`src/rtl/core/nsr_pkg.sv`:
```
// ----------------------------------------------------------------------------
// nsr_pkg
// Types and constants shared by the Newton-Raphson square root block.
// ----------------------------------------------------------------------------
package nsr_pkg;

  // Fraction bits of the Q16.16 format.
  localparam int FRAC_BITS = 16;

  // Widths of the ports and configuration registers.
  localparam int RADICAND_W  = 32;
  localparam int ROOT_W      = 32;
  localparam int GUESS_W     = 32;
  localparam int TOL_W       = 16;
  localparam int LIMIT_W     = 6;
  localparam int CFG_IDX_W   = 2;
  localparam int CFG_DATA_W  = 32;

  // Reset values of the configuration registers.
  localparam logic [GUESS_W-1:0] GUESS_RESET = 32'd327680;  // 5.0
  localparam logic [TOL_W-1:0]   TOL_RESET   = 16'd1;
  localparam logic [LIMIT_W-1:0] LIMIT_RESET = 6'd32;

  // Configuration register indexes.
  localparam logic [CFG_IDX_W-1:0] CFG_INITIAL_GUESS   = 2'd0;
  localparam logic [CFG_IDX_W-1:0] CFG_TOLERANCE       = 2'd1;
  localparam logic [CFG_IDX_W-1:0] CFG_ITERATION_LIMIT = 2'd2;

  typedef enum logic [1:0] {
    ST_IDLE,
    ST_DIV,
    ST_UPDATE
  } nsr_state_t;

endpackage

```
`src/rtl/core/newton_square_root.sv`:
```
// ----------------------------------------------------------------------------
// newton_square_root
// Square root of an unsigned Q16.16 value by Newton-Raphson iteration.
//
// Usage: write the configuration registers (initial guess, tolerance,
// iteration limit) through cfg_we / cfg_index / cfg_wdata while the block
// is idle. A radicand is transferred at a clock edge where start is high and
// busy is low. The block then repeats x_next = (x + a/x) / 2, where each
// quotient comes from one shared restoring divider that produces one bit per
// cycle. With a 32-bit value path a Newton step computes 48 quotient bits
// and then applies the update. busy stays high while the block iterates.
// The result appears on out_root, out_steps_taken and out_converged for
// exactly one cycle while out_valid is high; the receiver cannot stall, so
// the result must be taken in that cycle. busy falls in the same cycle.
// Reset returns the block to idle and restores the register defaults.
// ----------------------------------------------------------------------------
module newton_square_root
  import nsr_pkg::*;
#(
  parameter int VALUE_WIDTH = 32
) (
  input  logic                  clk,
  input  logic                  rst_n,
  input  logic                  start,
  output logic                  busy,
  input  logic [RADICAND_W-1:0] in_radicand,
  output logic                  out_valid,
  output logic [ROOT_W-1:0]     out_root,
  output logic [LIMIT_W-1:0]    out_steps_taken,
  output logic                  out_converged,
  input  logic                  cfg_we,
  input  logic [CFG_IDX_W-1:0]  cfg_index,
  input  logic [CFG_DATA_W-1:0] cfg_wdata
);

  localparam int W     = VALUE_WIDTH;
  localparam int AW    = (W < RADICAND_W) ? W : RADICAND_W;
  localparam int DW    = AW + FRAC_BITS;
  localparam int CW    = (DW > W) ? DW : W;
  localparam int CNT_W = $clog2(DW);
  localparam logic [CNT_W-1:0] CNT_LAST = CNT_W'(DW - 1);

  nsr_state_t           state_r, state_nxt;

  logic [GUESS_W-1:0]   guess_r;
  logic [TOL_W-1:0]     tol_r;
  logic [LIMIT_W-1:0]   limit_r;

  logic [AW-1:0]        a_r, a_nxt;
  logic [W-1:0]         x_r, x_nxt;
  logic [W-1:0]         rem_r, rem_nxt;
  logic [DW-1:0]        quo_r, quo_nxt;
  logic [DW-1:0]        dsh_r, dsh_nxt;
  logic [CNT_W-1:0]     cnt_r, cnt_nxt;
  logic [LIMIT_W-1:0]   steps_r, steps_nxt;

  logic                 out_valid_r, out_valid_nxt;
  logic [ROOT_W-1:0]    out_root_r, out_root_nxt;
  logic [LIMIT_W-1:0]   out_steps_r, out_steps_nxt;
  logic                 out_conv_r, out_conv_nxt;

  logic                 accept;
  logic [W-1:0]         guess_w;
  logic [W:0]           rem_sh;
  logic                 rem_ge;
  logic [CW-1:0]        q_ext;
  logic                 q_sat;
  logic [W-1:0]         q_w;
  logic [W:0]           sum_w;
  logic [W-1:0]         next_w;
  logic [W-1:0]         diff_w;
  logic                 conv;
  logic [LIMIT_W-1:0]   steps_inc;
  logic [LIMIT_W-1:0]   limit_eff;
  logic                 last_step;

  assign accept = start && (state_r == ST_IDLE);

  // Configuration registers.
  always_ff @(posedge clk) begin
    if (!rst_n) begin
      guess_r <= GUESS_RESET;
      tol_r   <= TOL_RESET;
      limit_r <= LIMIT_RESET;
    end else if (cfg_we) begin
      case (cfg_index)
        CFG_INITIAL_GUESS:   guess_r <= cfg_wdata[GUESS_W-1:0];
        CFG_TOLERANCE:       tol_r   <= cfg_wdata[TOL_W-1:0];
        CFG_ITERATION_LIMIT: limit_r <= cfg_wdata[LIMIT_W-1:0];
        default: ;
      endcase
    end
  end

  // Divider step: one quotient bit of floor(a * 2^16 / x) per cycle.
  always_comb begin
    rem_sh = {rem_r, dsh_r[DW-1]};
    rem_ge = (rem_sh >= {1'b0, x_r});
  end

  // Newton update from the finished quotient.
  always_comb begin
    guess_w = W'(guess_r);
    if (guess_w == '0) begin
      guess_w = W'(1);
    end
    q_ext = CW'(quo_r);
    q_sat = (q_ext > CW'({W{1'b1}}));
    q_w   = q_sat ? {W{1'b1}} : W'(quo_r);
    sum_w = {1'b0, x_r >> 1} + {1'b0, q_w >> 1} + (W+1)'(x_r[0] & q_w[0]);
    next_w = sum_w[W-1:0];
    if (next_w == '0) begin
      next_w = W'(1);
    end
    diff_w    = (next_w >= x_r) ? (next_w - x_r) : (x_r - next_w);
    conv      = (diff_w < W'(tol_r));
    steps_inc = steps_r + LIMIT_W'(1);
    limit_eff = (limit_r == '0) ? LIMIT_W'(1) : limit_r;
    last_step = conv || (steps_inc >= limit_eff);
  end

  // Next state.
  always_comb begin
    state_nxt = state_r;
    case (state_r)
      ST_IDLE: begin
        if (start) begin
          state_nxt = ST_DIV;
        end
      end
      ST_DIV: begin
        if (cnt_r == CNT_LAST) begin
          state_nxt = ST_UPDATE;
        end
      end
      ST_UPDATE: begin
        state_nxt = last_step ? ST_IDLE : ST_DIV;
      end
      default: state_nxt = ST_IDLE;
    endcase
  end

  // Datapath and outputs.
  always_comb begin
    a_nxt         = a_r;
    x_nxt         = x_r;
    rem_nxt       = rem_r;
    quo_nxt       = quo_r;
    dsh_nxt       = dsh_r;
    cnt_nxt       = cnt_r;
    steps_nxt     = steps_r;
    out_valid_nxt = 1'b0;
    out_root_nxt  = out_root_r;
    out_steps_nxt = out_steps_r;
    out_conv_nxt  = out_conv_r;
    case (state_r)
      ST_IDLE: begin
        if (accept) begin
          a_nxt     = in_radicand[AW-1:0];
          x_nxt     = guess_w;
          rem_nxt   = '0;
          quo_nxt   = '0;
          dsh_nxt   = {in_radicand[AW-1:0], {FRAC_BITS{1'b0}}};
          cnt_nxt   = '0;
          steps_nxt = '0;
        end
      end
      ST_DIV: begin
        rem_nxt = rem_ge ? W'(rem_sh - {1'b0, x_r}) : rem_sh[W-1:0];
        quo_nxt = {quo_r[DW-2:0], rem_ge};
        dsh_nxt = dsh_r << 1;
        cnt_nxt = cnt_r + CNT_W'(1);
      end
      ST_UPDATE: begin
        steps_nxt = steps_inc;
        if (last_step) begin
          // The reported root is the estimate held before this update.
          out_valid_nxt = 1'b1;
          out_root_nxt  = ROOT_W'(x_r);
          out_steps_nxt = steps_inc;
          out_conv_nxt  = conv;
        end else begin
          x_nxt   = next_w;
          rem_nxt = '0;
          quo_nxt = '0;
          dsh_nxt = {a_r, {FRAC_BITS{1'b0}}};
          cnt_nxt = '0;
        end
      end
      default: ;
    endcase
  end

  always_ff @(posedge clk) begin
    if (!rst_n) begin
      state_r     <= ST_IDLE;
      out_valid_r <= 1'b0;
      cnt_r       <= '0;
      steps_r     <= '0;
    end else begin
      state_r     <= state_nxt;
      out_valid_r <= out_valid_nxt;
      cnt_r       <= cnt_nxt;
      steps_r     <= steps_nxt;
    end
  end

  always_ff @(posedge clk) begin
    a_r         <= a_nxt;
    x_r         <= x_nxt;
    rem_r       <= rem_nxt;
    quo_r       <= quo_nxt;
    dsh_r       <= dsh_nxt;
    out_root_r  <= out_root_nxt;
    out_steps_r <= out_steps_nxt;
    out_conv_r  <= out_conv_nxt;
  end

  assign busy            = (state_r != ST_IDLE);
  assign out_valid       = out_valid_r;
  assign out_root        = out_root_r;
  assign out_steps_taken = out_steps_r;
  assign out_converged   = out_conv_r;

endmodule

```
`config.mk`:
```
export PLATFORM = sky130hd
export DESIGN_NAME = newton_square_root
export DESIGN_NICKNAME = d
export VERILOG_FILES = /design/src/rtl/core/nsr_pkg.sv /design/src/rtl/core/newton_square_root.sv
export SDC_FILE = /design/constraint.sdc
export NUM_CORES = 1
export LEC_CHECK = 0
export ABC_AREA = 1
export BUFFER_PORTS_ARGS = -buffer_cell sky130_fd_sc_hd__buf_2
export CAP_MARGIN = 20
export CELL_PAD_IN_SITES_DETAIL_PLACEMENT = 0
export CELL_PAD_IN_SITES_GLOBAL_PLACEMENT = 2
export CORE_MARGIN = 2
export CORE_UTILIZATION = 33
export DETAILED_ROUTE_END_ITERATION = 8
export PLACE_DENSITY_LB_ADDON = 0.1
export SKIP_LAST_GASP = 1
export SLEW_MARGIN = 20
export SYNTH_ARGS = -nofsm -noshare
export SYNTH_HDL_FRONTEND = slang
export SYNTH_SLANG_ARGS = --single-unit
export TNS_END_PERCENT = 100
```
`constraint.sdc`:
```
create_clock -name clk -period 9.4 [get_ports clk]
set_input_delay 0.47 -clock clk [delete_from_list [all_inputs] [get_ports clk]]
set_output_delay 0.47 -clock clk [all_outputs]
set_load 0.05 [all_outputs]
```
==> impl_metrics.tcl, run 1 <==
set metrics [dict create \
    status "completed" \
    grtUsageTotal_pct 22.74 \
    h-tree-depth 2 \
    cp_slowest_cell "o21bai_1" \
    worstSetupEndpointType "register" \
    max_freq_mhz 117.1 \
    rsz0062_at_grt "false" \
    multi_input_area_um2 10240 \
    die_area_um2 62270 \
    coreArea_um2 60020 \
    yosysWarnings 0 \
    drt-total-wl_um 71940 \
    synth-main-ff-cell "edfxtp_1" \
    syn_area_um2 19890 \
    fp.dieW_um 249.5 \
    hp-class "in2reg" \
    gp_congestion 0.8810 \
    ctsHoldBuffers 0 \
    hold_viol_final 0 \
    dp_hpwl_um 57340 \
    rows 90 \
    die_h_um 249.5 \
    seq_area_um2 7838 \
    clock_latency_ns 0.57 \
    fin_crit_ns 8.538 \
    antenna_cells 0 \
    num_vias 17670 \
    clock_skew_ns 0.03394 \
    critical_path_arrival_ns 8.73 \
    path_clk_slew_ns 0.06 \
    path_common_cell "nand2_1" \
    cts_tree "built" \
    max_slew.worst_pin.slew_ns 1.044 \
    drt_first_pass_iters 5 \
    antenna_found_initial 1 \
    synthCells 2632 \
    synth_edf_count 215 \
    max_slew_margin_pct 30.38 \
    final_common_cell "nand2_1" \
    clock_sinks 284 \
    finalSetupViolations 0 \
    critical_path.startpoint "q_ext[38]" \
    cts_buffers 35 \
    final_cell_mix "nand2_1 (685), inv_1 (420), edfxtp_1 (215), a21oi_1 (204), nand3_1 (197)" \
    slowest_delay_ns 0.44 \
    ys_types 51 \
    hp-start "in_radicand[15]" \
    post-route-period-util_pct 90.83 \
    r2r-start "q_ext[38]" \
    post_drt_wl_per_cell_um 20.27 \
    viasPerCell 4.978 \
    grt_pass1_vias 17360 \
    drcViolationCount 0 \
    crit_fanout 39 \
    initial_utilization_pct 33.15 \
    cts_root_buffer "clkbuf_16" \
    cp.required_ns 9.59 \
    drive_above_1_share_pct 10.33 \
    grt_overflow 0 \
    final_cell_area_um2 22790 \
    avgSynthCellArea_um2 7.559 \
    grt_start_max_net_pins 86 \
    synthToLayoutAreaGrowth_pct 14.55 \
    clockBufferDepth 3 \
    ys_ff_latch 284 \
    synth_seq_area_share_pct 39.40 \
    setup_tns_ns 0 \
    fillers 6405 \
    drtIter0Drc 1206 \
    numPortBuffers 110 \
    drv_cap 0 \
    async_reset_ff_share_pct 0 \
    ioPinCount 111 \
    grt_pass1_wl_um 107500 \
    antenna_left 0 \
    num-nets-final 2969 \
    start_kind "register" \
    place_area_um2 21410 \
    path_class "reg2reg" \
    final_max_slew_viol_count 0 \
    synthesis.nets 2860 \
]
==> synth_stat cells (4+ instances only) <==
library cell	count	share of area [%]
nor3_1	16	0.40
nand2_2	12	0.38
buf_2	5	0.13
fa_1	5	0.50
dfxtp_1	69	6.9
or2_2	31	0.97
nand2_4	5	0.28
a211oi_1	4	0.15
nor4_1	16	0.50
clkbuf_1	58	1.1
xor2_1	43	1.9
a21oi_2	8	0.35
o21a_1	9	0.34
a21oi_1	204	5.1
inv_2	4	0.075
nand4_1	24	0.75
a31oi_1	8	0.25
o211ai_1	8	0.30
o221ai_1	4	0.18
o21ai_0	167	4.2
xnor2_1	31	1.4
nand2_1	686	13
edfxtp_1	215	32
nor2_1	159	3.0
nor2_2	9	0.28
a21o_1	7	0.26
ha_1	153	9.6
inv_1	422	8.0
a21boi_0	11	0.42
nand3_1	197	5.0
o21bai_1	10	0.38
==> cells by family (layout without fill, tap and decap cells) <==
family | after synthesis | in the layout | share of synthesized area (%)
DFF | 284 | 284 | 39.40
adders and majority gates | 158 | 158 | 10.13
buffers and inverters | 496 | 631 | 9.509
muxes | 1 | 1 | 0.05032
and+or+nand+nor | 1169 | 1170 | 25.28
xor gates and xnor gates | 74 | 74 | 3.258
AOI/OAI and AO/OA | 450 | 450 | 12.38
==> path summary, 6_finish.rpt <==
check | slack (ns) | cells past startpoint | to
worst max-delay path | 0.86 | 48 | out_root[2]
worst max register to register | 0.86 | 48 | out_root[2]
worst min-delay path | 0.09 | 1 | a_r[15]
worst min register to register | 0.46 | 2 | limit_r[5]
==> layout make-up <==
type / instances / area share [%]
inverter: 428 / 7.132
tap: 782 / 4.294
timing repair buffer: 139 / 3.838
sequential: 284 / 34.39
clock inverter: 21 / 1.159
multi-input combinational: 1853 / 44.94
clock buffer: 43 / 4.244
==> stage by stage <==
| step | worst slack, ns | utilization (%) | hold slack [ns] | cells |
|---|---|---|---|---|
| 6_report | 0.8621 | 37.97 | 0.09211 | 3550 |
| 5_1_grt | 0.02380 | 37.97 | 0.07288 | 3550 |
| 4_1_cts | 0.1292 | 37.72 | 0.05993 | 3545 |
| 3_5_place_dp | 0.1802 | 35.67 | 0.4482 | 3481 |
| 3_3_place_gp | 0.3447 | 35.63 | 0.4402 | 3480 |
| 2_1_floorplan | 0.06687 | - | 0.4235 | 2632 |
==> timing repair <==
action	4_1_cts	5_1_grt
buffers inserted	0	2
endpoints found under the setup margin	0	189
gates resized for setup	0	21
==> worst max-delay path, delay by kind of cell (launching register included) <==
family          cells  cell delay [ns]
xor+xnor            2             0.31
compound gates      8             1.65
fa+ha+maj           4             1.26
buf+inv            10             1.54
simple gates       24             2.97
flops               1             0.39
==> metal layers <==
layer	wire length [um]	track usage (%)	up-vias
li1	-	-	8872
met1	35130	32.66	8322
met2	31120	35.20	396
met3	3649	3.431	83
met4	2037	6.816	0
met5	0	0	-
==> flip-flops by register name, indices dropped and copies added (netlist names) <==
name and cells:
guess_r 32, steps_r 6, out_valid 1, q_ext 48, dsh_r 32, out_converged 1
x_r 32, rem_r 32, cnt_r 6, state_r 2, out_steps_taken 6, tol_r 16
out_root 32, limit_r 6, a_r 32
Power of run 1 is not shown: default switching activity piles up to over one toggle a cycle in this logic, so the estimate is an artifact.
==> inputs of run 2 (changes only) <==
--- a/config.mk
+++ b/config.mk
@@ -12,8 +12,10 @@
 export CELL_PAD_IN_SITES_GLOBAL_PLACEMENT = 2
 export CORE_MARGIN = 2
 export CORE_UTILIZATION = 33
+export CTS_CLUSTER_SIZE = 14
 export DETAILED_ROUTE_END_ITERATION = 8
 export PLACE_DENSITY_LB_ADDON = 0.1
+export RECOVER_POWER = 25
 export SKIP_LAST_GASP = 1
 export SLEW_MARGIN = 20
 export SYNTH_ARGS = -nofsm -noshare
==> impl_metrics.tcl, run 2 (same netlist as run 1, synthesis figures left out) <==
set metrics [dict create \
    clock_sinks 284 \
    highest_layer "met4" \
    crit_fanout 39 \
    drv_cap 1 \
    rows 90 \
    max_freq_mhz 117.1 \
    m1WireLength_um 35170 \
    cp.required_ns 9.62 \
    drive_above_1_share_pct 8.923 \
    final_max_slew_viol_count 59 \
    worstSetupEndpointType "register" \
    clock_latency_ns 0.57 \
    drt_first_pass_iters 5 \
    dp_hpwl_um 57340 \
    met2_length_um 31200 \
    clockBufferDepth 3 \
    num-nets-final 2969 \
    drt-total-wl_um 72110 \
    drcViolationCount 0 \
    num_vias 17690 \
    final_cell_mix "nand2_1 (685), inv_1 (420), edfxtp_1 (215), a21oi_1 (204), nand3_1 (197)" \
    final_common_cell "nand2_1" \
    path_common_cell "nand2_1" \
    grt_start_max_net_pins 86 \
    setup_tns_ns 0 \
    violations "max-capacitance violations, max-slew violations" \
    antenna_found_initial 1 \
    finalSetupViolations 0 \
    die_h_um 249.5 \
    cts_tree "built" \
    start_kind "register" \
    largest_reg_flops 48 \
    die_area_um2 62270 \
    grt_pass1_wl_um 107500 \
    slowest_delay_ns 0.44 \
    synthToLayoutAreaGrowth_pct 14.26 \
    ctsHoldBuffers 0 \
    gp_congestion 0.8810 \
    max_slew_margin_pct -42.46 \
    hold_viol_final 0 \
    h-tree-depth 2 \
    max_slew.worst_pin.slew_ns 2.137 \
    path_class "reg2reg" \
    path_clk_slew_ns 0.06 \
    antenna_left 0 \
    routed-wl-met3_um 3700 \
    rsz0062_at_grt "false" \
    coreArea_um2 60020 \
    grtUsageTotal_pct 22.74 \
    cts_buffers 35 \
    fp.dieW_um 249.5 \
    post-route-period-util_pct 90.86 \
    hp-class "in2reg" \
    numPortBuffers 110 \
    drtIter0Drc 1259 \
    cp_slowest_cell "fa_1" \
    initial_utilization_pct 33.15 \
    grt_overflow 0 \
    viasPerCell 4.982 \
    post_drt_wl_per_cell_um 20.31 \
    ioPinCount 111 \
    antenna_cells 0 \
    cts_root_buffer "clkbuf_16" \
    grt_pass1_vias 17360 \
    critical_path_arrival_ns 8.76 \
    clock_skew_ns 0.03126 \
    status "finished, violations left" \
    fin_crit_ns 8.541 \
]
## run 2: changes by cell type in the layout (fill, tap and decap cells not counted)
cell / before / now
clkbuf_1: 3 / 42
buf_2: 110 / 74
buf_4: 22 / 19
## run 2: stage by stage
step / cells / hold slack, ns / cell area [um2] / util [%] / worst slack (ns)
after floorplan: 2632 / 0.4235 / 19890 / - / 0.06687
after global placement: 3480 / 0.4402 / 21380 / 35.63 / 0.3447
after detailed placement: 3481 / 0.4482 / 21410 / 35.67 / 0.1802
after CTS: 3545 / 0.05993 / 22640 / 37.72 / 0.1292
after global routing: 3550 / 0.07288 / 22730 / 37.87 / 0.02296
final: 3550 / 0.09118 / 22730 / 37.87 / 0.8591
## run 2: area by class of cell
cell class / instances / area (um2)
clock buffer: 43 / 967.2
clock inverter: 21 / 264.0
fill: 6425 / 37290
inverter: 428 / 1625
multi-input combinational: 1853 / 10240
sequential: 284 / 7838
tap: 782 / 978.4
timing repair buffer: 139 / 818.3
## run 2: what timing repair did
item                                    CTS  global route
gates resized for setup                   0            21
buffers inserted                          0             2
endpoints found under the setup margin    0           189
## run 2: metal layers
metal	vias up	global-route usage (%)
met3	86	3.431
met5	-	0
met1	8354	32.66
met4	0	6.816
met2	389	35.20
li1	8858	-
## run 2: path summary, 6_finish.rpt
| check | from | to | slack, ns | cells past startpoint |
|---|---|---|---|---|
| worst min-delay path | in_radicand[14] | a_r[14] | 0.09 | 1 |
| worst max register to register | q_ext[38] | out_root[0] | 0.86 | 48 |
| worst max-delay path | q_ext[38] | out_root[0] | 0.86 | 48 |
| worst min register to register | limit_r[5] | limit_r[5] | 0.46 | 2 |
## run 2: worst max-delay path, delay by kind of cell (launching register included)
| kind | cells | cell delay [ns] |
|---|---|---|
| DFF | 1 | 0.39 |
| xor gates and xnor gates | 2 | 0.31 |
| adders and majority gates | 4 | 1.25 |
| AOI/OAI and AO/OA | 8 | 1.63 |
| buffers and inverters | 10 | 1.54 |
| and+or+nand+nor | 24 | 2.99 |
Power of run 2 is left out for the same reason.
==> inputs of run 3 (changes only) <==
--- a/config.mk
+++ b/config.mk
@@ -12,6 +12,7 @@
 export CELL_PAD_IN_SITES_GLOBAL_PLACEMENT = 2
 export CORE_MARGIN = 2
 export CORE_UTILIZATION = 33
+export CTS_BUF_LIST = sky130_fd_sc_hd__clkbuf_16
 export CTS_CLUSTER_SIZE = 14
 export DETAILED_ROUTE_END_ITERATION = 8
 export PLACE_DENSITY_LB_ADDON = 0.1
==> impl_metrics.tcl, run 3 (same netlist as run 1, synthesis figures left out) <==
set metrics [dict create \
    fp.dieW_um 249.5 \
    dp_cells 3481 \
    initial_utilization_pct 33.15 \
    critical_path_arrival_ns 8.78 \
    hp-class "in2reg" \
    start_kind "register" \
    fin_crit_ns 8.556 \
    critical-path-top-delay-family "simple AND/OR/NAND/NOR gates" \
    slowest_delay_ns 0.44 \
    rows 90 \
    cts_buffers 35 \
    coreArea_um2 60020 \
    r2r-start "q_ext[38]" \
    final_max_slew_viol_count 59 \
    drtIter0Drc 1273 \
    drv_cap 1 \
    cts_tree "built" \
    clock_latency_ns 0.57 \
    cts_root_buffer "clkbuf_16" \
    drt_first_pass_iters 5 \
    path_common_cell "nand2_1" \
    h-tree-depth 2 \
    whs_path_depth 1 \
    rsz0062_at_grt "false" \
    use_met2_pct 35.20 \
    fillers 6435 \
    numPortBuffers 110 \
    crit_fanout 39 \
    violations "max-capacitance violations, max-slew violations" \
    clock_skew_ns 0.03150 \
    ioPinCount 111 \
    antenna_cells 0 \
    grt_pass1_vias 17360 \
    max_slew_margin_pct -42.73 \
    hold_viol_final 0 \
    final_common_cell "nand2_1" \
    die_h_um 249.5 \
    largest_reg_flops 48 \
    min_to "a_r[15]" \
    finalSetupViolations 0 \
    reg2reg_depth 48 \
    clock_sinks 284 \
    final_cell_mix "nand2_1 (685), inv_1 (423), edfxtp_1 (215), a21oi_1 (204), nand3_1 (197)" \
    grt_pass1_wl_um 107500 \
    grtUsageMet1_pct 32.65 \
    grtUsageTotal_pct 22.73 \
    worstSetupEndpointType "register" \
    die_area_um2 62270 \
    grt_overflow 0 \
    path_class "reg2reg" \
    ctsHoldBuffers 0 \
    path_clk_slew_ns 0.06 \
    clockBufferDepth 3 \
    cp_slowest_cell "fa_1" \
    num-nets-final 2969 \
    grt_start_max_net_pins 86 \
    ff2ff_setup_slack_ns 0.84 \
    post_drt_wl_per_cell_um 20.31 \
    drcViolationCount 0 \
    hp-start "in_radicand[15]" \
    worst-path-buf-inv 10 \
    antenna_left 0 \
    met3_usage_pct 3.431 \
    viasPerCell 4.990 \
    max_slew.worst_pin.slew_ns 2.141 \
    gp_congestion 0.8810 \
    cp.required_ns 9.62 \
    dp_hpwl_um 57340 \
    setup_tns_ns 0 \
    drive_above_1_share_pct 8.815 \
    drt-total-wl_um 72100 \
    top_usage_layer "met2" \
    num_vias 17710 \
    synthToLayoutAreaGrowth_pct 14.06 \
    layout.cells.non_filler 3550 \
    rr_endpoint "out_root[0]" \
    status "finished, violations left" \
    post-route-period-util_pct 91.03 \
    max_freq_mhz 116.9 \
    antenna_found_initial 1 \
]
-- run 3: timing repair --
action	CTS	global route
endpoints found under the hold margin	0	0
resized for setup	0	21
setup endpoints to repair	0	189
buffers inserted	0	2
-- run 3: cell type report --
cell class,instances,area (um2),area share (%)
Multi-Input combinational cell,1853,10240,45.13
Sequential cell,284,7838,34.54
Inverter,428,1625,7.163
Tap cell,782,978.4,4.312
Clock buffer,36,900.9,3.970
Timing Repair Buffer,139,818.3,3.606
Clock inverter,28,290.3,1.279
-- run 3: worst max-delay path by stage --
stage              start            to  cells past startpoint
6_report       q_ext[38]   out_root[0]                     48
5_1_grt        q_ext[46]     q_ext[22]                     53
4_1_cts        q_ext[38]   out_root[2]                     52
3_5_place_dp   q_ext[38]  out_root[31]                     52
3_3_place_gp   q_ext[38]  out_root[31]                     52
2_1_floorplan  q_ext[42]     dsh_r[16]                     52
-- run 3: through the flow --
stage	setup WS [ns]	area, um2	hold WS, ns	util (%)
finish	0.8436	22690	0.09168	37.81
global route	0.02317	22690	0.07288	37.81
CTS	0.1292	22600	0.05993	37.66
detailed placement	0.1802	21410	0.4482	35.67
global placement	0.3447	21380	0.4402	35.63
floorplan	0.06687	19890	0.4235	-
-- run 3: worst register-to-register path, delay by kind of cell (launching register included) --
family                   cells  cell delay (ns)
XOR/XNOR                     2             0.31
AND/OR/NAND/NOR             24             2.99
buffers and inverters       10             1.54
AO/OA/AOI/OAI                8             1.66
flip-flops                   1             0.39
adder cells (fa/ha/maj)      4             1.26
-- run 3: routing by layer --
metal / part of all wire, % / routed length (um)
met5: 0 / 0
met1: 49 / 35090
met2: 43 / 31180
met3: 5.2 / 3764
met4: 2.9 / 2063
Power of run 3 is left out for the same reason.
